===== src/sv/positional_list_engine_core_macros.svh =====
// Assertion macros shared by the list engine RTL.
`ifndef POSITIONAL_LIST_ENGINE_CORE_MACROS_SVH
`define POSITIONAL_LIST_ENGINE_CORE_MACROS_SVH

`ifndef SYNTHESIS
// Checked property, skipped while reset is asserted
`define PLE_ASSERT(lbl, clk_s, rst_n_s, prop, msg) \
    lbl: assert property (@(posedge clk_s) disable iff (!rst_n_s) prop) else $error(msg);
// Checked property, also evaluated during reset
`define PLE_ASSERT_ALWAYS(lbl, clk_s, prop, msg) \
    lbl: assert property (@(posedge clk_s) prop) else $error(msg);
`else
`define PLE_ASSERT(lbl, clk_s, rst_n_s, prop, msg)
`define PLE_ASSERT_ALWAYS(lbl, clk_s, prop, msg)
`endif

`endif


===== src/sv/ple_pkg.sv =====
package ple_pkg;

    localparam int DEPTH     = 16;
    localparam int WORD_BITS = 32;
    localparam int IDX_W     = $clog2(DEPTH);
    localparam int CNT_W     = $clog2(DEPTH + 1);
    localparam int POS_W     = 16;
    localparam int DATA_W    = 32;

    // Command codes
    typedef enum logic [2:0] {
        CMD_APPEND      = 3'd0,
        CMD_INSERT      = 3'd1,
        CMD_REMOVE_LAST = 3'd2,
        CMD_REMOVE_AT   = 3'd3,
        CMD_READ        = 3'd4
    } cmd_t;

    // Result status codes
    typedef enum logic [1:0] {
        ST_OK    = 2'd0,
        ST_EMPTY = 2'd1,
        ST_FULL  = 2'd2,
        ST_RANGE = 2'd3
    } status_t;

    typedef enum logic {
        S_IDLE   = 1'b0,
        S_FINISH = 1'b1
    } state_t;

    // Per-cell update selection
    typedef enum logic [1:0] {
        CELL_HOLD  = 2'd0,
        CELL_LOAD  = 2'd1,
        CELL_LEFT  = 2'd2,
        CELL_RIGHT = 2'd3
    } cell_op_t;

    // Row-wide operation
    typedef enum logic [1:0] {
        ROW_HOLD   = 2'd0,
        ROW_INSERT = 2'd1,
        ROW_REMOVE = 2'd2
    } row_op_t;

    typedef struct packed {
        row_op_t              op;
        logic [IDX_W-1:0]     idx;
        logic [IDX_W-1:0]     sel;
        logic [WORD_BITS-1:0] value;
    } row_ctl_t;

    typedef struct packed {
        logic [2:0]        cmd;
        logic [POS_W-1:0]  position;
        logic [DATA_W-1:0] value;
    } ple_in_t;

    typedef struct packed {
        logic [1:0]        status;
        logic [DATA_W-1:0] data_out;
        logic [CNT_W-1:0]  count;
        logic [DATA_W-1:0] first_word;
        logic [DATA_W-1:0] last_word;
    } ple_out_t;

endpackage


===== src/sv/ple_cell.sv =====
// One list slot: holds a word, loads a new one or takes a neighbor's.
module ple_cell
    import ple_pkg::*;
(
    input  logic                 clk,
    input  cell_op_t             op,
    input  logic [WORD_BITS-1:0] value,
    input  logic [WORD_BITS-1:0] left,
    input  logic [WORD_BITS-1:0] right,
    output logic [WORD_BITS-1:0] word
);

    logic [WORD_BITS-1:0] word_reg;
    logic [WORD_BITS-1:0] word_next;

    // next word
    always_comb
    begin
        unique case (op)
            CELL_HOLD:  word_next = word_reg;
            CELL_LOAD:  word_next = value;
            CELL_LEFT:  word_next = left;
            CELL_RIGHT: word_next = right;
            default:    word_next = word_reg;
        endcase
    end

    always_ff @(posedge clk)
    begin
        word_reg <= word_next;
    end

    assign word = word_reg;

endmodule


===== src/sv/ple_cell_row.sv =====
// Row of cells: cell 0 is the head. Insert shifts toward the tail,
// remove shifts toward the head. One indexed read port.
module ple_cell_row
    import ple_pkg::*;
(
    input  logic                 clk,
    input  row_ctl_t             ctl,
    output logic [WORD_BITS-1:0] sel_word,
    output logic [WORD_BITS-1:0] head_word
);

    logic [WORD_BITS-1:0] words [DEPTH];

    for (genvar i = 0; i < DEPTH; i++)
    begin : g_cell
        cell_op_t             op;
        logic [WORD_BITS-1:0] left;
        logic [WORD_BITS-1:0] right;

        if (i == 0)
        begin : g_head
            assign left = '0;
        end
        else
        begin : g_mid_l
            assign left = words[i-1];
        end

        if (i == DEPTH - 1)
        begin : g_tail
            assign right = words[i];
        end
        else
        begin : g_mid_r
            assign right = words[i+1];
        end

        // per-cell decode of the row operation
        always_comb
        begin
            unique case (ctl.op)
                ROW_INSERT:
                begin
                    if (IDX_W'(i) == ctl.idx)
                        op = CELL_LOAD;
                    else if (IDX_W'(i) > ctl.idx)
                        op = CELL_LEFT;
                    else
                        op = CELL_HOLD;
                end
                ROW_REMOVE:
                begin
                    if (IDX_W'(i) >= ctl.idx)
                        op = CELL_RIGHT;
                    else
                        op = CELL_HOLD;
                end
                default: op = CELL_HOLD;
            endcase
        end

        ple_cell u_cell (
            .clk   (clk),
            .op    (op),
            .value (ctl.value),
            .left  (left),
            .right (right),
            .word  (words[i])
        );
    end

    assign sel_word  = words[ctl.sel];
    assign head_word = words[0];

endmodule


===== src/sv/positional_list_engine_core.sv =====
// Channel   | Handshake          | Payload
// ----------+--------------------+----------------------------------------
// command   | start / busy       | ple_in_t  (cmd, position, value)
// result    | done strobe        | ple_out_t (status, data_out, count, ...)
//
// Each command passes through S_IDLE and S_FINISH in the core: when it is
// accepted in S_IDLE, the cell row updates and the removed or read word is
// captured, and in S_FINISH the tail word is fetched through the row's single
// indexed read port. busy is high in S_FINISH, so the core takes no new command
// until it is back in S_IDLE. The result beat shows on the result port with done.
// Reset clears the count and control; cell contents are don't-care.
// The receiver cannot stall: each result beat is present for one cycle.
`include "positional_list_engine_core_macros.svh"

module positional_list_engine_core
    import ple_pkg::*;
(
    input  logic     clk,
    input  logic     rst_n,
    input  logic     start,
    output logic     busy,
    input  ple_in_t  command,
    output logic     done,
    output ple_out_t result
);

    state_t               state_reg, state_next;
    logic [CNT_W-1:0]     entries_reg, entries_next;
    status_t              status_reg, status_next;
    logic [DATA_W-1:0]    data_reg, data_next;
    ple_out_t             result_reg, result_next;
    logic                 done_reg, done_next;

    logic                 accept;
    logic                 pop_tail;
    logic [IDX_W-1:0]     last_idx;
    logic [POS_W-1:0]     cnt_ext;
    logic                 full;
    row_ctl_t             ctl;
    logic [WORD_BITS-1:0] sel_word;
    logic [WORD_BITS-1:0] head_word;

    assign cnt_ext  = POS_W'(entries_reg);
    assign last_idx = IDX_W'(entries_reg - CNT_W'(1));
    assign full     = (entries_reg == CNT_W'(DEPTH));

    // remove that takes the tail without shifting
    assign pop_tail = (command.cmd == CMD_REMOVE_LAST) ||
                      ((command.cmd == CMD_REMOVE_AT) &&
                       (command.position >= cnt_ext - POS_W'(1)));

    // next state
    always_comb
    begin
        unique case (state_reg)
            S_IDLE:   state_next = start ? S_FINISH : S_IDLE;
            S_FINISH: state_next = S_IDLE;
            default:  state_next = S_IDLE;
        endcase
    end

    // state outputs
    always_comb
    begin
        unique case (state_reg)
            S_IDLE:
            begin
                busy      = 1'b0;
                accept    = start;
                done_next = 1'b0;
            end
            S_FINISH:
            begin
                busy      = 1'b1;
                accept    = 1'b0;
                done_next = 1'b1;
            end
            default:
            begin
                busy      = 1'b0;
                accept    = 1'b0;
                done_next = 1'b0;
            end
        endcase
    end

    // command decode and row control
    always_comb
    begin
        status_next  = status_reg;
        data_next    = data_reg;
        entries_next = entries_reg;
        ctl.op       = ROW_HOLD;
        ctl.idx      = entries_reg[IDX_W-1:0];
        ctl.value    = command.value[WORD_BITS-1:0];
        ctl.sel      = last_idx;

        if (accept)
        begin
            status_next = ST_OK;
            data_next   = '0;
            ctl.sel     = pop_tail ? last_idx : command.position[IDX_W-1:0];
            unique case (command.cmd)
                CMD_APPEND, CMD_INSERT:
                begin
                    if (full)
                        status_next = ST_FULL;
                    else
                    begin
                        ctl.op       = ROW_INSERT;
                        entries_next = entries_reg + CNT_W'(1);
                        if ((command.cmd == CMD_INSERT) && (command.position < cnt_ext))
                            ctl.idx = command.position[IDX_W-1:0];
                    end
                end
                CMD_REMOVE_LAST, CMD_REMOVE_AT:
                begin
                    if (entries_reg == '0)
                        status_next = ST_EMPTY;
                    else
                    begin
                        data_next    = DATA_W'(sel_word);
                        entries_next = entries_reg - CNT_W'(1);
                        if (!pop_tail)
                        begin
                            ctl.op  = ROW_REMOVE;
                            ctl.idx = command.position[IDX_W-1:0];
                        end
                    end
                end
                CMD_READ:
                begin
                    if (entries_reg == '0)
                        status_next = ST_EMPTY;
                    else if (command.position >= cnt_ext)
                        status_next = ST_RANGE;
                    else
                        data_next = DATA_W'(sel_word);
                end
                default: ;
            endcase
        end
    end

    // result assembly in S_FINISH
    always_comb
    begin
        result_next = result_reg;
        if (state_reg == S_FINISH)
        begin
            result_next.status     = status_reg;
            result_next.data_out   = data_reg;
            result_next.count      = entries_reg;
            result_next.first_word = (entries_reg != '0) ? DATA_W'(head_word) : '0;
            result_next.last_word  = (entries_reg != '0) ? DATA_W'(sel_word) : '0;
        end
    end

    ple_cell_row u_row (
        .clk       (clk),
        .ctl       (ctl),
        .sel_word  (sel_word),
        .head_word (head_word)
    );

    // control registers
    always_ff @(posedge clk or negedge rst_n)
    begin
        if (!rst_n)
        begin
            state_reg   <= S_IDLE;
            entries_reg <= '0;
            done_reg    <= 1'b0;
        end
        else
        begin
            state_reg   <= state_next;
            entries_reg <= entries_next;
            done_reg    <= done_next;
        end
    end

    // payload registers
    always_ff @(posedge clk)
    begin
        status_reg <= status_next;
        data_reg   <= data_next;
        result_reg <= result_next;
    end

    assign done   = done_reg;
    assign result = result_reg;

    `PLE_ASSERT(a_count_bound, clk, rst_n, entries_reg <= CNT_W'(DEPTH), "count above depth")
    `PLE_ASSERT(a_done_follows, clk, rst_n, (start && !busy) |-> ##2 done, "missing result beat")
    `PLE_ASSERT(a_done_source, clk, rst_n, done |-> $past(state_reg == S_FINISH), "stray result beat")
    `PLE_ASSERT(a_count_stable, clk, rst_n, !(start && !busy) |=> $stable(entries_reg), "count moved without command")

endmodule


===== config.mk =====
export PLATFORM = sky130hd
export DESIGN_NAME = positional_list_engine_core
export DESIGN_NICKNAME = d
export VERILOG_FILES = /design/src/sv/ple_pkg.sv /design/src/sv/ple_cell.sv /design/src/sv/ple_cell_row.sv /design/src/sv/positional_list_engine_core.sv
export VERILOG_INCLUDE_DIRS = /design/src /design/src/sv
export SDC_FILE = /design/constraint.sdc
export NUM_CORES = 1
export LEC_CHECK = 0
export BUFFER_PORTS_ARGS = -buffer_cell sky130_fd_sc_hd__buf_2
export CORE_MARGIN = 3
export CORE_UTILIZATION = 57
export DETAILED_ROUTE_END_ITERATION = 16
export HOLD_SLACK_MARGIN = 0.03
export MAX_ROUTING_LAYER = met4
export PLACE_DENSITY_LB_ADDON = 0.3
export SLEW_MARGIN = 10
export SYNTH_ARGS = -nofsm -noshare
export SYNTH_HDL_FRONTEND = slang
export SYNTH_HIERARCHICAL = 1
export SYNTH_SLANG_ARGS = --single-unit

===== constraint.sdc =====
create_clock -name clk -period 6 [get_ports clk]
set_clock_uncertainty 0.1 [all_clocks]
set_input_delay 0.3 -clock clk [delete_from_list [all_inputs] [get_ports clk]]
set_output_delay 0.3 -clock clk [all_outputs]
set_load 0.02 [all_outputs]

After elaboration in Yosys (flattened, before gate mapping):

Cells that the tools add are included.

* input bits: 54
* output and inout bits: 105
* register bits: 656
* word-level logic and storage cells: 273

* $add $sub $neg: 3
* reduce and logical (&&, ||, !) cells: 28
* equality and inequality tests: 72
* mux-type cells: 106
* bitwise gates (word level): 2
* magnitude comparators: 36

Operators by type and width (number)
* case mux 32 bit (3 select lines): 15
* two-way mux 32 bit: 5
* binary-select mux 32 bit (select 4 bit): 1
* case mux 32 bit (2 select lines): 2
* two-way mux 2 bit: 51
* equality test 2 bit, second input constant: 33
* case mux 2 bit (2 select lines): 16
* equality test 2 x 1 -> 1 bit, second input constant: 17
* equality test 4 bit, first input constant: 8
* greater-or-equal comparator 4 bit, first input constant: 8
* > comparator 4 bit, first input constant: 8
* logical NOT 2 bit: 16
* equality test 3 x 4 -> 1 bit, first input constant: 4
* greater-or-equal comparator 16 bit: 1
* greater-or-equal comparator 16 x 5 -> 1 bit: 1
* greater-or-equal comparator 3 x 4 -> 1 bit, first input constant: 4
* > comparator 3 x 4 -> 1 bit, first input constant: 4
* less-than comparator 16 x 5 -> 1 bit: 1
* two-way mux 5 bit: 3
* two-way mux 6 bit: 2
* case mux 6 bit (2 select lines): 1
* two-way mux 10 bit: 1
* case mux 5 bit (2 select lines): 1
* equality test 2 x 4 -> 1 bit, first input constant: 2
* other kinds (29): 42

Longest topological paths before layout:

* word-level depth: 15
* depth in mapped cells: 21

Modules after synthesis:

The synthesis kept the hierarchy.

Modules (own cells, without submodules)
* ple_cell: times used 16, cells an instance 140, sequential area each 960.9 um^2, area each 1672.9 um^2
* positional_list_engine_core: times used 1, cells an instance 402, sequential area each 4289.1 um^2, area each 5969.5 um^2
* ple_cell_row: times used 1, cells an instance 373, sequential area each 0.0 um^2, area each 4275.4 um^2

Worst setup path after synthesis:

No wires, ideal clock.

* kind: flip-flop to flip-flop
* start: register state_reg
* end: register u_row.g_cell[4].u_cell.word_reg[0] (enable)
* path slack: -0.349 ns
* cell stages (with the launch flop): 14
* setup time: 0.375 ns
* buffers on the path: 4
* arrival: 5.874 ns
* data required time: 5.525 ns
* cells stage by stage: dfrtp_1 -> nand2b_1 -> inv_1 -> nand2_1 -> nor2_1 -> a221o_1 -> a22o_1 -> or2_2 -> clkbuf_1 -> clkbuf_1 -> nor3_1 -> buf_6 -> buf_12 -> or2_2

RTL lines
* from (decl): RTL line positional_list_engine_core.sv:27 `state_t state_reg, state_next;`
* from (signal assigned): RTL line positional_list_engine_core.sv:177 `state_reg <= state_next;`
* to (signal assigned): RTL line ple_cell.sv:30 `word_reg <= word_next;`
* to (decl): RTL line ple_cell.sv:13 `logic [WORD_BITS-1:0] word_reg;`

==> results_dict.tcl <==
set metrics [dict create \
    pre_cts_ws_ns 0.1048 \
    routedWlPerCell_um 24.64 \
    grt_first_pass_wirelength_um 152100 \
    status "finished clean" \
    grt_pass1_vias 25110 \
    regArea_um2 19670 \
    netlist_area_um2 37010 \
    hpwl_um 69930 \
    whs_ns 0.09595 \
    final_common_cell "edfxtp_1" \
    cp-startpoint "entries_reg[0]" \
    crit_path_max_incr_delay_ns 0.51 \
    drc 0 \
    initial_core_util 0.5814 \
    die_x_um 260.8 \
    yosysSeqAreaShare 0.5313 \
    clockBufferDepth 3 \
    hold_class "primary input to flip-flop" \
    setup-tns-final_ns 0 \
    worst_ep_arrival_time_ns 5.88 \
    multi_input_area_um2 15750 \
    min_from "command[50]" \
    utilization 0.6412 \
    cts-root-buf "clkbuf_16" \
    maxCapViolations 0 \
    start_kind "flip-flop" \
    max_freq_ghz 0.1777 \
    drt_iter0_markers 4343 \
    r2r_cells 19 \
    antenna_found_initial 3 \
    ios 159 \
    crit_chain "inv_1 > ha_1 > or3b_1 > nor2_1 > nor2_1 > ha_1 > nand4_1 > nor3_1 > a31oi_1 > nand3_1 > a21oi_4 > mux2i_4 > buf_12 > buf_4 > mux4_2 > a22oi_1 > nand2_1 > and2_1 > nor2b_1" \
    end_kind "flip-flop" \
    slowest_stage "dfrtp_1" \
    required_ns 6.26 \
    setup_slack_ns 0.3735 \
    slew_headroom 0.2333 \
    peakVddDrop_uv 367.2 \
    wl_um 99490 \
    grt_max_degree 81 \
    synth-edff-count 649 \
    tightest_slew_ns 1.148 \
    hold_path_depth 3 \
    cts_tree "yes" \
    synth_top_area_share 0.5266 \
    ys.flop_type "edfxtp_1" \
    min_period_over_period 0.9377 \
    rr_startpoint "entries_reg[0]" \
    track_usage 0.2984 \
    final_cell_mix "649 x edfxtp_1, 529 x a21oi_1, 528 x nor2_1" \
    synth_area_leaders "edfxtp_1 53%, mux2i_1 14%, mux4_2 7.8%" \
    path_max_fanout 80 \
    cellPowerDensity_nw_per_um2 364.0 \
    die_h_um 260.8 \
    worst-setup-path-type "flip-flop to flip-flop" \
    largest_register_ffs 512 \
    cts_buffers 70 \
    antenna_left 0 \
    avgSynthCellArea_um2 12.28 \
    grt-ovfl-total 0 \
    synth_seq_cells 656 \
    synth_cells 3015 \
    ys_types 54 \
    synth_area_leader_cell "edfxtp_1" \
    layout-drive-gt1-share 0.1722 \
    htree_levels 3 \
    area_growth_pct 10.28 \
    gp_congestion 0.8913 \
    coreArea_um2 63660 \
    async_flop_share 0.01067 \
    clk_latency_ns 0.62 \
    firstDrtPassIters 6 \
    rows 92 \
    rsz0062_at_grt "false" \
    port_buffers 158 \
    routed-via-count 26190 \
    maxSlewViolCount 0 \
    setup_violations 0 \
    clock_sinks 656 \
    cts_setup_buffers 0 \
    final.min_clock_period_ns 5.626 \
    fillerInstances 4686 \
    dieArea_um2 68020 \
    final_nets 3213 \
    drt-vias-per-instance 6.486 \
    hold_viol 0 \
    p_leak_nw 13.10 \
    synth-warning-count 6 \
    clk_pin_slew_ns 0.06 \
]
## layer usage
metal  GRT usage  share of wire  vias up
li1            -              -    11540
met1      0.4383           0.42    12780
met2      0.4286           0.44     1676
met3     0.05754           0.12      198
met4     0.07866          0.021        0
met5           -              0        -
## layout make-up
class,count,share of cell area
timing repair buffer,264,0.04773
clock inverter,43,0.01055
sequential,656,0.4819
multi-input combinational,2125,0.3859
clock buffer,84,0.04629
inverter,17,0.001563
antenna,3,0.0001839
tap,846,0.02594
## through the flow
| step | instance area (um^2) | total power, mW | instances |
|---|---|---|---|
| final | 40810 | 14.86 | 4038 |
| after global routing | 40810 | 15.37 | 4038 |
| after CTS | 40790 | 14.79 | 4035 |
| after detailed placement | 38440 | 10.37 | 3905 |
| after global placement | 38440 | 10.28 | 3905 |
| after floorplan | 37130 | 8.688 | 3046 |
## critical path: cells and delay by family, from the launching register on
kind | cells | cell delay [ns]
multiplexers | 2 | 0.70
flip-flops | 1 | 0.51
AND/OR/NAND/NOR | 9 | 1.50
AO/OA/AOI/OAI | 3 | 1.04
adder cells (fa/ha/maj) | 2 | 0.50
buffers and inverters | 3 | 0.99
## timing repair
action                     CTS  global route
hold endpoints to repair     8             0
setup endpoints to repair    0           127
hold buffers                 3             0
gates resized for setup      0             4
## worst paths after layout
check / slack [ns] / end
worst max-delay path: 0.37 / data_reg[28]
worst min-delay path: 0.1 / status_reg[0]
worst max register to register: 0.37 / data_reg[28]
worst min register to register: 0.32 / result[74]
max in group asynchronous: 4.96 / state_reg
min in group asynchronous: 0.55 / state_reg
## cells by family (layout without fill, tap and decap cells)
group / Yosys count / in the layout / share of synthesized area
and+or+nand+nor: 758 / 758 / 0.08813
AOI/OAI and AO/OA: 657 / 657 / 0.09672
DFF: 656 / 656 / 0.5313
muxes: 646 / 646 / 0.2180
buffers and inverters: 265 / 408 / 0.05565
adders and majority gates: 25 / 25 / 0.008452
xor gates and xnor gates: 7 / 7 / 0.001657
other: 1 / 35 / 0.0001013
## Yosys cell counts, types with 2 or more instances
cell / count
a211o_1: 3
a211oi_1: 6
a21o_1: 6
a21oi_1: 536
a221oi_1: 2
a22o_1: 2
a22oi_1: 64
a2bb2oi_1: 2
a31oi_1: 10
and2_1: 67
and3_1: 2
buf_1: 10
buf_12: 48
buf_2: 56
buf_4: 25
buf_6: 16
clkbuf_1: 93
dfrtp_1: 7
edfxtp_1: 649
ha_1: 25
inv_1: 17
mux2i_1: 518
mux4_2: 128
nand2_1: 49
nand2b_1: 7
nand3_1: 6
nand4_1: 5
nor2_1: 536
nor2b_1: 39
nor3_1: 15
nor4_1: 6
o21a_1: 2
o21ai_0: 9
o21bai_1: 4
o22a_1: 2
or2_1: 2
or2_2: 18
or3_1: 2
xnor2_1: 6
## power by group
part | internal, mW | total (mW) | switching, mW | leakage, nW
clock | 2.59 | 4.43 | 1.83 | 1.11
sequential | 5.46 | 5.62 | 0.160 | 6.02
combinational | 1.89 | 4.81 | 2.92 | 5.97
total | 9.94 | 14.9 | 4.92 | 13.1
No activity file was read; power rests on OpenSTA's default activity.
